File: src/rtl/core/rtpc_pkg.sv
// ----------------------------------------------------------------------------
// rtpc_pkg: shared types and constants of the touch point conditioner
// Field widths, register indexes and reset values, sequencer states and the
// helper that unpacks one conversion reading from its two reply bytes.
// ----------------------------------------------------------------------------
package rtpc_pkg;

  // Field widths
  localparam int RAW_W      = 13;  // one conversion reading
  localparam int SUM_W      = 16;  // running sum of readings
  localparam int SCR_W      = 12;  // screen size and plate resistance
  localparam int PX_W       = 14;  // point_x
  localparam int PY_W       = 13;  // point_y
  localparam int PZ_W       = 16;  // point_z
  localparam int AVG_W      = 14;  // averaged readings on the result channel
  localparam int CFG_IDX_W  = 3;
  localparam int CFG_DATA_W = 13;

  // Datapath widths
  localparam int MAP_W      = RAW_W + SCR_W;       // (d - lo) * range
  localparam int PA_W       = 2 * RAW_W;           // (z2 - z1) * x
  localparam int PROD_W     = PA_W + SCR_W;        // (z2 - z1) * x * plate
  localparam int PZ_SHIFT   = 12;                  // divide by 4096
  localparam int DIV_W      = PROD_W - PZ_SHIFT;   // shared dividend width
  localparam int SIMPLE_W   = 15;                  // 1023 - (z2 - z1)

  // Register indexes
  localparam logic [CFG_IDX_W-1:0] CFG_X_RAW_MIN    = 3'd0;
  localparam logic [CFG_IDX_W-1:0] CFG_X_RAW_MAX    = 3'd1;
  localparam logic [CFG_IDX_W-1:0] CFG_Y_RAW_MIN    = 3'd2;
  localparam logic [CFG_IDX_W-1:0] CFG_Y_RAW_MAX    = 3'd3;
  localparam logic [CFG_IDX_W-1:0] CFG_SCREEN_W     = 3'd4;
  localparam logic [CFG_IDX_W-1:0] CFG_SCREEN_H     = 3'd5;
  localparam logic [CFG_IDX_W-1:0] CFG_PLATE_RES    = 3'd6;

  // Register reset values
  localparam logic [RAW_W-1:0] RST_X_RAW_MIN = 13'd200;
  localparam logic [RAW_W-1:0] RST_X_RAW_MAX = 13'd3800;
  localparam logic [RAW_W-1:0] RST_Y_RAW_MIN = 13'd200;
  localparam logic [RAW_W-1:0] RST_Y_RAW_MAX = 13'd3700;
  localparam logic [SCR_W-1:0] RST_SCREEN_W  = 12'd240;
  localparam logic [SCR_W-1:0] RST_SCREEN_H  = 12'd320;
  localparam logic [SCR_W-1:0] RST_PLATE_RES = 12'd300;

  // Pressure offset of the simple formula
  localparam logic signed [SIMPLE_W-1:0] SIMPLE_BASE = 15'sd1023;

  // Sequencer states
  typedef enum logic [2:0] {
    ST_IDLE,
    ST_AVG,
    ST_MUL_A,
    ST_MUL_B,
    ST_DIV_GO,
    ST_DIV,
    ST_LOAD
  } rtpc_state_t;

  // Reading is ((hi << 8) | lo) >> 3
  function automatic logic [RAW_W-1:0] reading(input logic [7:0] hi, input logic [7:0] lo);
    return {hi, lo[7:3]};
  endfunction

endpackage

File: src/rtl/core/rtpc_if.sv
// ----------------------------------------------------------------------------
// rtpc_if: sample set and point channels
// Valid/ready channels; a beat moves at a rising edge with both high.
// ----------------------------------------------------------------------------
interface rtpc_in_if import rtpc_pkg::*; ();
  logic       valid;
  logic       ready;
  logic       pen_up;
  logic [7:0] x_high;
  logic [7:0] x_low;
  logic [7:0] y_high;
  logic [7:0] y_low;
  logic [7:0] z1_high;
  logic [7:0] z1_low;
  logic [7:0] z2_high;
  logic [7:0] z2_low;

  modport source (
    output valid, pen_up, x_high, x_low, y_high, y_low,
           z1_high, z1_low, z2_high, z2_low,
    input  ready
  );
  modport sink (
    input  valid, pen_up, x_high, x_low, y_high, y_low,
           z1_high, z1_low, z2_high, z2_low,
    output ready
  );
endinterface

interface rtpc_out_if import rtpc_pkg::*; ();
  logic                    valid;
  logic                    ready;
  logic                    touched;
  logic signed [PX_W-1:0]  point_x;
  logic signed [PY_W-1:0]  point_y;
  logic        [PZ_W-1:0]  point_z;
  logic signed [AVG_W-1:0] avg_x;
  logic signed [AVG_W-1:0] avg_y;
  logic signed [AVG_W-1:0] avg_z1;
  logic signed [AVG_W-1:0] avg_z2;

  modport source (
    output valid, touched, point_x, point_y, point_z, avg_x, avg_y, avg_z1, avg_z2,
    input  ready
  );
  modport sink (
    input  valid, touched, point_x, point_y, point_z, avg_x, avg_y, avg_z1, avg_z2,
    output ready
  );
endinterface

File: src/rtl/core/resistive_touch_point_conditioner.sv
// ----------------------------------------------------------------------------
// resistive_touch_point_conditioner: averaged touch point and pressure
// Sums sample sets from a resistive touch controller, averages each group
// and maps it to a screen point, mirrored in X, with a pressure estimate.
// ----------------------------------------------------------------------------
// Usage:
//   in_ch  : one beat per sample set (pen flag plus the X, Y, Z1, Z2 reply
//            bytes). A pen-down set that does not close a group is absorbed
//            and gives no result.
//   out_ch : one beat per finished group, and one per pen-up set (points and
//            averages all -1, point_z zero, untouched).
//   cfg_*  : write enable, register index and data; write only while idle.
// Sequence:
//   A pen-up set goes straight to the load state. A set that closes a group
//   is averaged in four lock-step bit-serial dividers by SAMPLES, multiplied
//   in the MUL_A and MUL_B states, then divided in three bit-serial dividers
//   for the X map, the Y map and the pressure quotient, and loaded in the
//   load state. in_ch.ready stays low meanwhile, so no new set is taken
//   until the result is loaded into the output register.
// Reset clears the sums, the sample count and the output valid flag and loads
//   the default calibration. A stalled out_ch holds its beat; new sets are
//   still absorbed, and a pending result waits in the load state until the
//   output register frees up.
// ----------------------------------------------------------------------------
module resistive_touch_point_conditioner import rtpc_pkg::*; #(
  parameter int unsigned SAMPLES = 5
) (
  input  logic                  clk,
  input  logic                  rst_n,
  rtpc_in_if.sink               in_ch,
  rtpc_out_if.source            out_ch,
  input  logic                  cfg_we,
  input  logic [CFG_IDX_W-1:0]  cfg_index,
  input  logic [CFG_DATA_W-1:0] cfg_data
);

  localparam int               CNT_W     = $clog2(SAMPLES + 1);
  localparam logic [CNT_W-1:0] SAMPLES_C = CNT_W'(SAMPLES);
  localparam int               LANES     = 4;  // X, Y, Z1, Z2

  // --------------------------------------------------------------------------
  // Calibration registers
  // --------------------------------------------------------------------------
  logic [RAW_W-1:0] x_min_r, x_max_r, y_min_r, y_max_r;
  logic [SCR_W-1:0] scr_w_r, scr_h_r, plate_r;

  always_ff @(posedge clk) begin
    if (!rst_n) begin
      x_min_r <= RST_X_RAW_MIN;
      x_max_r <= RST_X_RAW_MAX;
      y_min_r <= RST_Y_RAW_MIN;
      y_max_r <= RST_Y_RAW_MAX;
      scr_w_r <= RST_SCREEN_W;
      scr_h_r <= RST_SCREEN_H;
      plate_r <= RST_PLATE_RES;
    end else if (cfg_we) begin
      unique case (cfg_index)
        CFG_X_RAW_MIN: x_min_r <= cfg_data;
        CFG_X_RAW_MAX: x_max_r <= cfg_data;
        CFG_Y_RAW_MIN: y_min_r <= cfg_data;
        CFG_Y_RAW_MAX: y_max_r <= cfg_data;
        CFG_SCREEN_W:  scr_w_r <= cfg_data[SCR_W-1:0];
        CFG_SCREEN_H:  scr_h_r <= cfg_data[SCR_W-1:0];
        CFG_PLATE_RES: plate_r <= cfg_data[SCR_W-1:0];
        default: ;
      endcase
    end
  end

  // --------------------------------------------------------------------------
  // Sequencer
  // --------------------------------------------------------------------------
  rtpc_state_t state_r, state_nxt;
  logic        in_ready, accept, group_end;
  logic        avg_start, main_start, out_load, out_free;
  logic [LANES-1:0] avg_done;
  logic [2:0]       main_done;
  logic             out_valid_r;

  assign accept   = in_ch.valid && in_ready;
  assign out_free = !out_valid_r || out_ch.ready;

  // Next state
  always_comb begin
    state_nxt = state_r;
    unique case (state_r)
      ST_IDLE: begin
        if (accept && in_ch.pen_up) begin
          state_nxt = ST_LOAD;
        end else if (accept && group_end) begin
          state_nxt = ST_AVG;
        end
      end
      ST_AVG: begin
        if (&avg_done) state_nxt = ST_MUL_A;
      end
      ST_MUL_A:  state_nxt = ST_MUL_B;
      ST_MUL_B:  state_nxt = ST_DIV_GO;
      ST_DIV_GO: state_nxt = ST_DIV;
      ST_DIV: begin
        if (&main_done) state_nxt = ST_LOAD;
      end
      ST_LOAD: begin
        if (out_free) state_nxt = ST_IDLE;
      end
      default: state_nxt = ST_IDLE;
    endcase
  end

  // Sequencer outputs
  always_comb begin
    in_ready   = rst_n && (state_r == ST_IDLE);
    avg_start  = accept && !in_ch.pen_up && group_end;
    main_start = (state_r == ST_DIV_GO);
    out_load   = (state_r == ST_LOAD) && out_free;
  end

  always_ff @(posedge clk) begin
    if (!rst_n) begin
      state_r <= ST_IDLE;
    end else begin
      state_r <= state_nxt;
    end
  end

  assign in_ch.ready = in_ready;

  // --------------------------------------------------------------------------
  // Accumulate readings
  // --------------------------------------------------------------------------
  logic [RAW_W-1:0] rd      [LANES];
  logic [SUM_W-1:0] sum_r   [LANES];
  logic [SUM_W-1:0] sum_nxt [LANES];
  logic [CNT_W-1:0] cnt_r, cnt_inc;
  logic             pen_r;

  assign rd[0] = reading(in_ch.x_high,  in_ch.x_low);
  assign rd[1] = reading(in_ch.y_high,  in_ch.y_low);
  assign rd[2] = reading(in_ch.z1_high, in_ch.z1_low);
  assign rd[3] = reading(in_ch.z2_high, in_ch.z2_low);

  always_comb begin
    for (int i = 0; i < LANES; i++) begin
      sum_nxt[i] = sum_r[i] + SUM_W'(rd[i]);
    end
    cnt_inc   = cnt_r + CNT_W'(1);
    group_end = (cnt_inc == SAMPLES_C);
  end

  // Drop the group on pen-up, restart it once it closes
  always_ff @(posedge clk) begin
    if (!rst_n) begin
      for (int i = 0; i < LANES; i++) sum_r[i] <= '0;
      cnt_r <= '0;
      pen_r <= 1'b0;
    end else if (accept) begin
      pen_r <= in_ch.pen_up;
      if (in_ch.pen_up || group_end) begin
        for (int i = 0; i < LANES; i++) sum_r[i] <= '0;
        cnt_r <= '0;
      end else begin
        for (int i = 0; i < LANES; i++) sum_r[i] <= sum_nxt[i];
        cnt_r <= cnt_inc;
      end
    end
  end

  // --------------------------------------------------------------------------
  // Average: four serial dividers by SAMPLES in lock step
  // --------------------------------------------------------------------------
  logic [SUM_W-1:0] avg_q [LANES];

  for (genvar g = 0; g < LANES; g++) begin : g_avg
    rtpc_sdiv #(
      .NUM_W (SUM_W),
      .DEN_W (CNT_W)
    ) u_avg_div (
      .clk   (clk),
      .rst_n (rst_n),
      .start (avg_start),
      .num   (sum_nxt[g]),
      .den   (SAMPLES_C),
      .quot  (avg_q[g]),
      .done  (avg_done[g])
    );
  end

  // --------------------------------------------------------------------------
  // Multiplies: map numerators, then pressure numerator
  // --------------------------------------------------------------------------
  logic [RAW_W-1:0]        avg_r [LANES];
  logic [MAP_W-1:0]        mx_r, my_r;
  logic [PA_W-1:0]         pa_r;
  logic [PROD_W-1:0]       pn_r;
  logic signed [RAW_W:0]   dz, dz_r;
  logic [RAW_W-1:0]        ax, ay, az1, az2;

  assign ax  = avg_q[0][RAW_W-1:0];
  assign ay  = avg_q[1][RAW_W-1:0];
  assign az1 = avg_q[2][RAW_W-1:0];
  assign az2 = avg_q[3][RAW_W-1:0];
  assign dz  = $signed({1'b0, az2}) - $signed({1'b0, az1});

  always_ff @(posedge clk) begin
    if (state_r == ST_MUL_A) begin
      for (int i = 0; i < LANES; i++) avg_r[i] <= avg_q[i][RAW_W-1:0];
      mx_r <= MAP_W'(ax - x_min_r) * MAP_W'(scr_w_r);
      my_r <= MAP_W'(ay - y_min_r) * MAP_W'(scr_h_r);
      dz_r <= dz;
      // Non-positive difference gives a zero pressure numerator
      pa_r <= (dz > 0) ? PA_W'(dz[RAW_W-1:0]) * PA_W'(ax) : '0;
    end
    if (state_r == ST_MUL_B) begin
      pn_r <= PROD_W'(pa_r) * PROD_W'(plate_r);
    end
  end

  // --------------------------------------------------------------------------
  // Quotients: X map, Y map and pressure on three serial dividers
  // --------------------------------------------------------------------------
  logic [DIV_W-1:0] qx, qy, qz;

  rtpc_sdiv #(
    .NUM_W (DIV_W),
    .DEN_W (RAW_W)
  ) u_map_x_div (
    .clk   (clk),
    .rst_n (rst_n),
    .start (main_start),
    .num   (DIV_W'(mx_r)),
    .den   (x_max_r - x_min_r),
    .quot  (qx),
    .done  (main_done[0])
  );

  rtpc_sdiv #(
    .NUM_W (DIV_W),
    .DEN_W (RAW_W)
  ) u_map_y_div (
    .clk   (clk),
    .rst_n (rst_n),
    .start (main_start),
    .num   (DIV_W'(my_r)),
    .den   (y_max_r - y_min_r),
    .quot  (qy),
    .done  (main_done[1])
  );

  // Dividing by z1 * 4096 equals dropping 12 bits and dividing by z1
  rtpc_sdiv #(
    .NUM_W (DIV_W),
    .DEN_W (RAW_W)
  ) u_press_div (
    .clk   (clk),
    .rst_n (rst_n),
    .start (main_start),
    .num   (pn_r[PROD_W-1:PZ_SHIFT]),
    .den   (avg_r[2]),
    .quot  (qz),
    .done  (main_done[2])
  );

  // --------------------------------------------------------------------------
  // Final point: clamp, mirror X and saturate
  // --------------------------------------------------------------------------
  logic signed [PX_W-1:0]     map_x, px;
  logic signed [PY_W-1:0]     py;
  logic        [PZ_W-1:0]     pz;
  logic                       touched;
  logic signed [SIMPLE_W-1:0] simple;

  always_comb begin
    priority if (x_min_r == x_max_r) begin
      map_x = '1;
    end else if (avg_r[0] < x_min_r) begin
      map_x = '0;
    end else if (avg_r[0] > x_max_r) begin
      map_x = PX_W'(scr_w_r);
    end else begin
      map_x = PX_W'(qx[SCR_W-1:0]);
    end
    px = PX_W'(scr_w_r) - map_x;

    priority if (y_min_r == y_max_r) begin
      py = '1;
    end else if (avg_r[1] < y_min_r) begin
      py = '0;
    end else if (avg_r[1] > y_max_r) begin
      py = PY_W'(scr_h_r);
    end else begin
      py = PY_W'(qy[SCR_W-1:0]);
    end

    simple = SIMPLE_BASE - SIMPLE_W'(dz_r);

    priority if (avg_r[2] == '0) begin
      touched = 1'b0;
      pz      = '0;
    end else if (plate_r != '0) begin
      touched = 1'b1;
      pz      = (qz[DIV_W-1:PZ_W] != '0) ? '1 : qz[PZ_W-1:0];
    end else begin
      touched = 1'b1;
      pz      = simple[SIMPLE_W-1] ? '0 : PZ_W'(simple[SIMPLE_W-2:0]);
    end
  end

  // --------------------------------------------------------------------------
  // Output register: hold the beat until the sink takes it
  // --------------------------------------------------------------------------
  logic                    touched_r;
  logic signed [PX_W-1:0]  px_r;
  logic signed [PY_W-1:0]  py_r;
  logic        [PZ_W-1:0]  pz_r;
  logic signed [AVG_W-1:0] out_avg_r [LANES];

  always_ff @(posedge clk) begin
    if (!rst_n) begin
      out_valid_r <= 1'b0;
    end else if (out_load) begin
      out_valid_r <= 1'b1;
    end else if (out_ch.ready) begin
      out_valid_r <= 1'b0;
    end
  end

  always_ff @(posedge clk) begin
    if (out_load) begin
      if (pen_r) begin
        touched_r <= 1'b0;
        px_r      <= '1;
        py_r      <= '1;
        pz_r      <= '0;
        for (int i = 0; i < LANES; i++) out_avg_r[i] <= '1;
      end else begin
        touched_r <= touched;
        px_r      <= px;
        py_r      <= py;
        pz_r      <= pz;
        for (int i = 0; i < LANES; i++) out_avg_r[i] <= AVG_W'(avg_r[i]);
      end
    end
  end

  assign out_ch.valid   = out_valid_r;
  assign out_ch.touched = touched_r;
  assign out_ch.point_x = px_r;
  assign out_ch.point_y = py_r;
  assign out_ch.point_z = pz_r;
  assign out_ch.avg_x   = out_avg_r[0];
  assign out_ch.avg_y   = out_avg_r[1];
  assign out_ch.avg_z1  = out_avg_r[2];
  assign out_ch.avg_z2  = out_avg_r[3];

endmodule

File: src/rtl/core/rtpc_sdiv.sv
// ----------------------------------------------------------------------------
// rtpc_sdiv: bit-serial restoring divider
// Shifts the dividend out one bit per cycle and the quotient in behind it;
// once the last step is done, quot holds num / den and stays until restarted.
// ----------------------------------------------------------------------------
module rtpc_sdiv #(
  parameter int NUM_W = 26,
  parameter int DEN_W = 13
) (
  input  logic             clk,
  input  logic             rst_n,
  input  logic             start,
  input  logic [NUM_W-1:0] num,
  input  logic [DEN_W-1:0] den,
  output logic [NUM_W-1:0] quot,
  output logic             done
);

  localparam int CNT_W = $clog2(NUM_W + 1);

  logic [CNT_W-1:0] cnt_r, cnt_nxt;
  logic             run_r;
  logic [DEN_W-1:0] rem_r, rem_nxt;
  logic [NUM_W-1:0] quo_r, quo_nxt;
  logic [DEN_W:0]   trial;
  logic             fits;

  // One restoring step: bring down the next dividend bit, subtract if it fits
  always_comb begin
    trial   = {rem_r, quo_r[NUM_W-1]};
    fits    = trial >= {1'b0, den};
    rem_nxt = fits ? DEN_W'(trial - {1'b0, den}) : trial[DEN_W-1:0];
    quo_nxt = {quo_r[NUM_W-2:0], fits};
    cnt_nxt = cnt_r - CNT_W'(1);
  end

  // Step control
  always_ff @(posedge clk) begin
    if (!rst_n) begin
      run_r <= 1'b0;
      cnt_r <= '0;
    end else if (start) begin
      run_r <= 1'b1;
      cnt_r <= CNT_W'(NUM_W);
    end else if (run_r) begin
      cnt_r <= cnt_nxt;
      if (cnt_r == CNT_W'(1)) begin
        run_r <= 1'b0;
      end
    end
  end

  // Remainder and dividend/quotient shift register
  always_ff @(posedge clk) begin
    if (start) begin
      rem_r <= '0;
      quo_r <= num;
    end else if (run_r) begin
      rem_r <= rem_nxt;
      quo_r <= quo_nxt;
    end
  end

  // Last step is in progress this cycle; quot is final from the next one
  assign done = run_r && (cnt_r == CNT_W'(1));
  assign quot = quo_r;

endmodule

File: src/flat_wrapper.sv
// flat-port wrapper written by rule: the top's interface ports become plain ports
module resistive_touch_point_conditioner_flat import rtpc_pkg::*;
#(
  parameter int unsigned SAMPLES = 5
)
  (clk, rst_n, cfg_we, cfg_index, cfg_data, in_ch_valid, in_ch_pen_up, in_ch_x_high, in_ch_x_low, in_ch_y_high, in_ch_y_low, in_ch_z1_high, in_ch_z1_low, in_ch_z2_high, in_ch_z2_low, in_ch_ready, out_ch_valid, out_ch_touched, out_ch_point_x, out_ch_point_y, out_ch_point_z, out_ch_avg_x, out_ch_avg_y, out_ch_avg_z1, out_ch_avg_z2, out_ch_ready);
  rtpc_in_if in_ch_i ();
  rtpc_out_if out_ch_i ();
  input  logic clk;
  input  logic rst_n;
  input  logic cfg_we;
  input  logic [CFG_IDX_W-1:0] cfg_index;
  input  logic [CFG_DATA_W-1:0] cfg_data;
  input wire logic [$bits(in_ch_i.valid)-1:0] in_ch_valid;
  input wire logic [$bits(in_ch_i.pen_up)-1:0] in_ch_pen_up;
  input wire logic [$bits(in_ch_i.x_high)-1:0] in_ch_x_high;
  input wire logic [$bits(in_ch_i.x_low)-1:0] in_ch_x_low;
  input wire logic [$bits(in_ch_i.y_high)-1:0] in_ch_y_high;
  input wire logic [$bits(in_ch_i.y_low)-1:0] in_ch_y_low;
  input wire logic [$bits(in_ch_i.z1_high)-1:0] in_ch_z1_high;
  input wire logic [$bits(in_ch_i.z1_low)-1:0] in_ch_z1_low;
  input wire logic [$bits(in_ch_i.z2_high)-1:0] in_ch_z2_high;
  input wire logic [$bits(in_ch_i.z2_low)-1:0] in_ch_z2_low;
  output wire logic [$bits(in_ch_i.ready)-1:0] in_ch_ready;
  output wire logic [$bits(out_ch_i.valid)-1:0] out_ch_valid;
  output wire logic [$bits(out_ch_i.touched)-1:0] out_ch_touched;
  output wire logic [$bits(out_ch_i.point_x)-1:0] out_ch_point_x;
  output wire logic [$bits(out_ch_i.point_y)-1:0] out_ch_point_y;
  output wire logic [$bits(out_ch_i.point_z)-1:0] out_ch_point_z;
  output wire logic [$bits(out_ch_i.avg_x)-1:0] out_ch_avg_x;
  output wire logic [$bits(out_ch_i.avg_y)-1:0] out_ch_avg_y;
  output wire logic [$bits(out_ch_i.avg_z1)-1:0] out_ch_avg_z1;
  output wire logic [$bits(out_ch_i.avg_z2)-1:0] out_ch_avg_z2;
  input wire logic [$bits(out_ch_i.ready)-1:0] out_ch_ready;
  assign in_ch_i.valid = in_ch_valid;
  assign in_ch_i.pen_up = in_ch_pen_up;
  assign in_ch_i.x_high = in_ch_x_high;
  assign in_ch_i.x_low = in_ch_x_low;
  assign in_ch_i.y_high = in_ch_y_high;
  assign in_ch_i.y_low = in_ch_y_low;
  assign in_ch_i.z1_high = in_ch_z1_high;
  assign in_ch_i.z1_low = in_ch_z1_low;
  assign in_ch_i.z2_high = in_ch_z2_high;
  assign in_ch_i.z2_low = in_ch_z2_low;
  assign in_ch_ready = in_ch_i.ready;
  assign out_ch_valid = out_ch_i.valid;
  assign out_ch_touched = out_ch_i.touched;
  assign out_ch_point_x = out_ch_i.point_x;
  assign out_ch_point_y = out_ch_i.point_y;
  assign out_ch_point_z = out_ch_i.point_z;
  assign out_ch_avg_x = out_ch_i.avg_x;
  assign out_ch_avg_y = out_ch_i.avg_y;
  assign out_ch_avg_z1 = out_ch_i.avg_z1;
  assign out_ch_avg_z2 = out_ch_i.avg_z2;
  assign out_ch_i.ready = out_ch_ready;
  resistive_touch_point_conditioner #(.SAMPLES(SAMPLES)) u_core (.clk(clk), .rst_n(rst_n), .in_ch(in_ch_i), .out_ch(out_ch_i), .cfg_we(cfg_we), .cfg_index(cfg_index), .cfg_data(cfg_data));
endmodule
File: config.mk
export PLATFORM = sky130hd
export DESIGN_NAME = resistive_touch_point_conditioner_flat
export DESIGN_NICKNAME = d
export VERILOG_FILES = /design/src/rtl/core/rtpc_pkg.sv /design/src/rtl/core/rtpc_if.sv /design/src/rtl/core/resistive_touch_point_conditioner.sv /design/src/rtl/core/rtpc_sdiv.sv /design/src/flat_wrapper.sv
export SDC_FILE = /design/constraint.sdc
export NUM_CORES = 2
export LEC_CHECK = 0
export BUFFER_PORTS_ARGS = -buffer_cell sky130_fd_sc_hd__buf_2
export CAP_MARGIN = 30
export CORE_ASPECT_RATIO = 2
export CORE_MARGIN = 5
export CORE_UTILIZATION = 35
export CTS_CLUSTER_SIZE = 14
export DETAILED_ROUTE_END_ITERATION = 8
export PLACE_DENSITY = 0.58
export SLEW_MARGIN = 0
export SYNTH_ARGS = -nofsm -noshare
export SYNTH_HDL_FRONTEND = slang
export SYNTH_HIERARCHICAL = 1
export SYNTH_SLANG_ARGS = --single-unit
File: constraint.sdc
create_clock -name clk -period 20.9 [get_ports clk]
set_input_delay 2.09 -clock clk [delete_from_list [all_inputs] [get_ports clk]]
set_output_delay 2.09 -clock clk [all_outputs]
set_load 0.05 [all_outputs]
; ---- After elaboration in Yosys (flattened, before gate mapping)
; Memories as Yosys holds them, arrays and structs flattened.
; Cells that the tools add are included.
[totals]
n_memories = 3
output_inout_bits = 102
elab_cells = 289
input_bits = 86
ff_bits = 503
ram_bits = 172
[mem_list]
columns = memory, words, width, rd, rd_clocked_by_memory_dff, write_ports, line
row1 = u_core.sum_r, 4, 16, 4, 0, 4, resistive_touch_point_conditioner.sv:132  ; logic [SUM_W-1:0] sum_r [LANES];
row2 = u_core.out_avg_r, 4, 14, 4, 0, 4, resistive_touch_point_conditioner.sv:315  ; logic signed [AVG_W-1:0] out_avg_r [LANES];
row3 = u_core.avg_r, 4, 13, 4, 0, 4, resistive_touch_point_conditioner.sv:191  ; logic [RAW_W-1:0] avg_r [LANES];
[op_classes]
n_reduce_logical = 45
n_addsub = 26
bitwise = 13
mul = 4
n_eq_ne = 26
magnitude_cmp = 12
mux = 103
[op_table]
columns = operator, count
row1 = $mux 16, 18
row2 = $mux 25, 4
row3 = $mux 14, 7
row4 = $mux 5, 14
row5 = $sub 13x13->13, 5
row6 = $add 16x13->16, 4
row7 = $mux 13, 4
row8 = $mux 26, 2
row9 = $mul 25x12->25, 2
row10 = $ge 14x13->1, 3
row11 = $sub 13x13->14, 3
row12 = $mux 1, 41
row13 = $mul 26x12->38, 1
row14 = $eq 5x1->1 const B, 7
row15 = $sub 5x1->5 const B, 7
row16 = $mux 3, 10
row17 = $eq 13x13->1, 2
row18 = $gt 13x13->1, 2
row19 = $lt 13x13->1, 2
row20 = $mul 13x13->26, 1
row21 = $mux 12, 2
row22 = $eq 3x3->1 const B, 7
row23 = $pmux 3 s7, 1
row24 = $ge 4x3->1 const B, 4
row25 = 23 further kinds, 76

; ---- Longest topological paths before layout
[logic_depth]
ltp_word = 9
ltp_mapped = 32
depth_no_buf = 31

; ---- By module
; The synthesis kept the hierarchy.
[modules_own_cells]
columns = mod, n_inst, seq_area_each_um2, area_each_um2, cells_each
row1 = resistive_touch_point_conditioner, 1, 11661.2, 49441.2, 5289
row2 = rtpc_sdiv (u_core.u_map_x_div ...), 3, 1161.1, 2697.6, 253
row3 = rtpc_sdiv (u_core.g_avg[0].u_avg_div ...), 4, 660.6, 1229.9, 100

; ---- Worst setup path before layout
; Ideal clock, no wire load.
[synth_timing]
path_kind = register to register
from = reg u_core.g_avg[0].u_avg_div.quo_r[1]
to = reg u_core.mx_r[24] (data pin)
synth_period_minus_slack_ps = 7318
required_time_ps = 20639
arrival_ps = 7057
path_stages_with_launch = 30
path_slack_ps = 13582
n_path_buf = 1
setup_ps = 261
path_cell_list = edfxtp_1 clkinv_1 fa_1 nor2b_1 o21ai_1 a21oi_1 o21a_1 o21ai_0 nand2b_1 a31oi_1 a211o_1 buf_2 mux2_2 fa_1 inv_1 fa_1 fa_1 fa_1 inv_1 fa_1 inv_1 ha_1 a21o_1 a211o_1 or3_1 o21a_1 a21o_1 a21oi_1 o21ai_0 xnor2_1
[synth_via]
elab_chain_cells = 2
[synth_lines]
columns = element, line
row1 = start: declaration, rtpc_sdiv.sv:24  ; logic [NUM_W-1:0] quo_r, quo_nxt;
row2 = start signal: assignment, rtpc_sdiv.sv:57  ; quo_r <= num;
row3 = start signal: assignment, rtpc_sdiv.sv:60  ; quo_r <= quo_nxt;
row4 = $sub 13x13->14, resistive_touch_point_conditioner.sv:207  ; mx_r <= MAP_W'(ax - x_min_r) * MAP_W'(scr_w_r);
row5 = $mul 25x12->25, resistive_touch_point_conditioner.sv:207
row6 = end signal: assignment, resistive_touch_point_conditioner.sv:207
row7 = end: declaration, resistive_touch_point_conditioner.sv:192  ; logic [MAP_W-1:0] mx_r, my_r;
; Every way passes these cells.
; A chain may end at the register's enable or synchronous reset.

; ---- Final worst setup path
[layout_timing]
from = reg u_core.g_avg[0].u_avg_div.quo_r[1]
to = reg u_core.mx_r[23] (data pin)
; Same word-level chain as after synthesis.

==> flow_metrics.py <==
metrics = {
    "setup_path": {
        "reg2reg_depth": 29,
        "r2r-start": "u_core/g_avg[0].u_avg_div/quot[1]",
        "worst_setup_path_end_kind": "register",
        "worstPathArrival_ns": 9.62,
        "cp.required_ns": 21.24,
        "critPathMaxStageDelay_ns": 0.79,
        "r2r_slack_ns": 11.62,
        "cp_num_buf_inv": 5,
        "crit_path_start_kind": "register",
        "worst_path_max_delay_cell": "o311ai_0",
        "critPathKind": "reg2reg",
        "cpMostUsedCell": "fa_1",
        "crit_fanout": 12,
        "rr_endpoint": "u_core/mx_r[23]",
        "path_delay_family": "adder cells",
    },
    "synthesis": {
        "synth_area_um2": 62450,
        "synth_top_family_by_area": "adder cells",
        "synth_xor_xnor_area_share": 0.03546,
        "synth_largest_area_cell": "edfxtp_1",
        "synth_compound_area_frac": 0.08611,
        "ys_seq_elements": 661,
        "synthMuxAreaShare": 0.03766,
        "synth_fa_ha_area_frac": 0.3180,
        "seq_area_frac_synth": 0.2848,
        "yosys_warnings": 6,
        "synth_edf_count": 455,
        "synth_cell_types": 96,
        "synth_top_flop_cell": "edfxtp_1",
        "async_flop_share": 0,
        "synth_simple_gate_area_frac": 0.1568,
        "synth_cells": 6448,
        "yosysTopAreaCellShare": 0.2188,
        "synthTopCellsByArea": "edfxtp_1 22%, fa_1 22%, ha_1 10%, dfxtp_1 6.6%, inv_1 6.3%",
        "syn_area_per_cell_um2": 9.686,
    },
    "grt": {
        "gr-total-overflow": 0,
        "grt_pass1_vias": 49445,
        "grt_use_met2": 0.3656,
        "grt_pass1_wl_um": 278700,
        "grt_max_degree": 91,
        "grt_util_met1": 0.1989,
        "antenna_found_initial": 20,
        "gr-usage-all-layers": 0.1924,
        "busiest_layer": "met2",
        "met3_usage": 0.02242,
    },
    "route": {
        "postRouteAntennaNets": 0,
        "finalWirelength_um": 181400,
        "firstDrtPassIters": 6,
        "vias_per_cell": 5.116,
        "initialDrtViolationCount": 2438,
        "num_vias": 45634,
        "avgRoutedWirePerCell_um": 20.33,
        "remaining_drc_errors": 0,
    },
    "timing": {
        "setup_viol": 0,
        "rsz0062_at_grt": "false",
        "hold_viol": 0,
        "fin_hold_ws_ns": 0.4495,
        "setup_tns_ns": 0,
        "skew_ns": 0.04881,
        "relSlewSlack": 0.3191,
        "fin_crit_sh": 0.4442,
        "fmax_ghz": 0.1077,
        "drv_slew": 0,
        "worstMarginPinSlew_ns": 1.020,
        "min_period_ns": 9.284,
    },
    "layout": {
        "nets": 7802,
        "final_util": 0.3850,
        "layout-drive-gt1-share": 0.09572,
        "layout_commonest_cell": "inv_1",
        "final_cell_area_um2": 68470,
        "final_cell_mix": "1045 x inv_1, 823 x nand2_1, 677 x fa_1",
        "syn_to_final_growth_pct": 9.640,
        "stdcell_count": 8920,
    },
    "min_path": {
        "whs_endpoint": "u_core/g_avg[2].u_avg_div/rem_r[2]",
        "hp-start": "u_core/g_avg[2].u_avg_div/rem_r[2]",
        "holdPathStages": 2,
        "worstHoldPathType": "reg2reg",
    },
    "floorplanning": {
        "start_util": 0.3512,
        "core_area_um2": 177800,
        "rows": 219,
        "die_width_um": 308.7,
        "io_pins": 188,
        "die_area_um2": 187500,
        "die_h_um": 607.4,
    },
    "power": {
        "ir_drop_mv": 0.07930,
        "p_int_mw": 3.095,
        "power_density_nw_per_um2": 71.56,
        "p_switching_mw": 1.805,
        "leakagePower_nw": 30.40,
        "clkPwrFrac": 0.277,
        "comb_power_share": 0.391,
        "pwr-share-seq": 0.332,
        "swShare": 0.3683,
    },
    "place": {
        "dpl_cell_area_um2": 66000,
        "place_congestion": 0.8839,
        "portBuffers": 175,
        "dpl.hpwl_um": 142700,
        "placed_cells": 8782,
    },
    "clock_network": {
        "clockRootBuffer": "clkbuf_16",
        "clk_pin_slew_ns": 0.06,
        "cts_setup_buffers": 0,
        "cts_tree": "yes",
        "holdBufCountCts": 0,
        "cts_buffers": 71,
        "clockBufferDepth": 3,
        "cts_max_level": 3,
        "clk_latency_ns": 0.70,
        "clock_sinks": 661,
        "cts.repair.resized": 0,
    },
    "flow_run": {
        "maxCapViolations": 0,
    },
    "outcome": {
        "status": "finished, final reports clean",
    },
}
==> worst max path at each step <==
stage	from	endpoint	slack (ns)	cells past startpoint
2_1_floorplan	u_core/g_avg[0].u_avg_div/quot[1]	u_core/mx_r[24]	13.58	29
3_3_place_gp	u_core/g_avg[0].u_avg_div/quot[1]	u_core/mx_r[23]	11.77	29
3_5_place_dp	u_core/g_avg[0].u_avg_div/quot[1]	u_core/mx_r[23]	11.81	29
4_1_cts	u_core/g_avg[0].u_avg_div/quot[1]	u_core/mx_r[23]	11.75	29
5_1_grt	u_core/g_avg[0].u_avg_div/quot[1]	u_core/mx_r[23]	11.29	29
6_report	u_core/g_avg[0].u_avg_div/quot[1]	u_core/mx_r[23]	11.62	29
==> metal layers <==
layer / wire (µm) / share of wire
met5: 36 / 0.00020
met4: 13390 / 0.074
met3: 7103 / 0.039
met2: 96460 / 0.53
met1: 64370 / 0.35
==> worst min-delay path, cell delays in order (launching register included) <==
cell	delay, ns
dfxtp_1	0.32
nand2_1	0.05
o41ai_1	0.05
==> cells by family (layout without fill, tap and decap cells) <==
family	Yosys count	count (layout)
and+or+nand+nor	2042	2042
buffers and inverters	1323	1451
adders and majority gates	1181	1181
AOI/OAI and AO/OA	774	774
DFF	661	661
xor gates and xnor gates	252	252
muxes	213	213
other	2	26
==> power groups by stage <==
stage               clock [mW]  sequential (mW)  combinational (mW)
floorplan                    0             1.62                1.43
global placement             0             1.65                1.90
detailed placement           0             1.65                1.93
CTS                       1.40             1.63                1.94
global route              1.45             1.64                2.14
finish                    1.36             1.63                1.92
==> registers in the layout, indices dropped and copies added, names as in the netlist, 14 cells and up <==
name                          flops
u_core/avg_r                     52
u_core/sum_r                     64
u_core/u_map_y_div/quot          26
u_core/out_ch.point_x            14
u_core/dz_r                      14
u_core/u_map_x_div/quot          26
u_core/pn_r                      26
u_core/out_ch.point_z            16
u_core/u_press_div/quot          26
u_core/mx_r                      25
u_core/g_avg.u_avg_div/quot      64
u_core/out_avg_r                 54
u_core/g_avg.u_avg_div/cnt_r     20
u_core/my_r                      25
u_core/pa_r                      26
==> cell type report <==
cell class | instances | area (µm²)
clock buffers | 90 | 1993
multi-input cells | 4480 | 39720
inverters | 1055 | 3960
fillers | 17621 | 109400
well taps | 2320 | 2903
repair buffers | 266 | 1625
diodes | 8 | 20.02
flip-flops and latches | 661 | 17790
clock inverters | 40 | 461.7
==> cells in the mapped netlist, types with 12 or more instances <==
master	instances
xnor2_1	185
a211oi_1	29
clkbuf_1	232
buf_2	17
and3_1	17
and2_1	357
o21a_1	42
nor2_1	336
o31ai_1	13
or2_2	13
o22ai_1	14
a21oi_1	186
o21ai_1	12
xor2_1	66
nand2b_1	68
a21boi_0	82
nand3_1	96
a31oi_1	21
edfxtp_1	455
ha_1	504
o21ai_0	108
o211ai_1	31
nor4_1	26
mux2_2	152
mux2i_1	55
fa_1	677
nor2b_1	102
nand4_1	18
or3_1	44
o31a_1	17
dfxtp_1	206
nor3_1	79
o41ai_1	12
nand2_1	824
inv_1	1047
a21o_1	72
==> stage by stage <==
step           worst slack (ns)  total power, mW
2_1_floorplan             13.58            3.053
4_1_cts                   11.75            4.971
3_5_place_dp              11.81            3.583
6_report                  11.62            4.900
5_1_grt                   11.29            5.223
3_3_place_gp              11.77            3.554
Note: power is estimated with default switching activity, not from simulation.
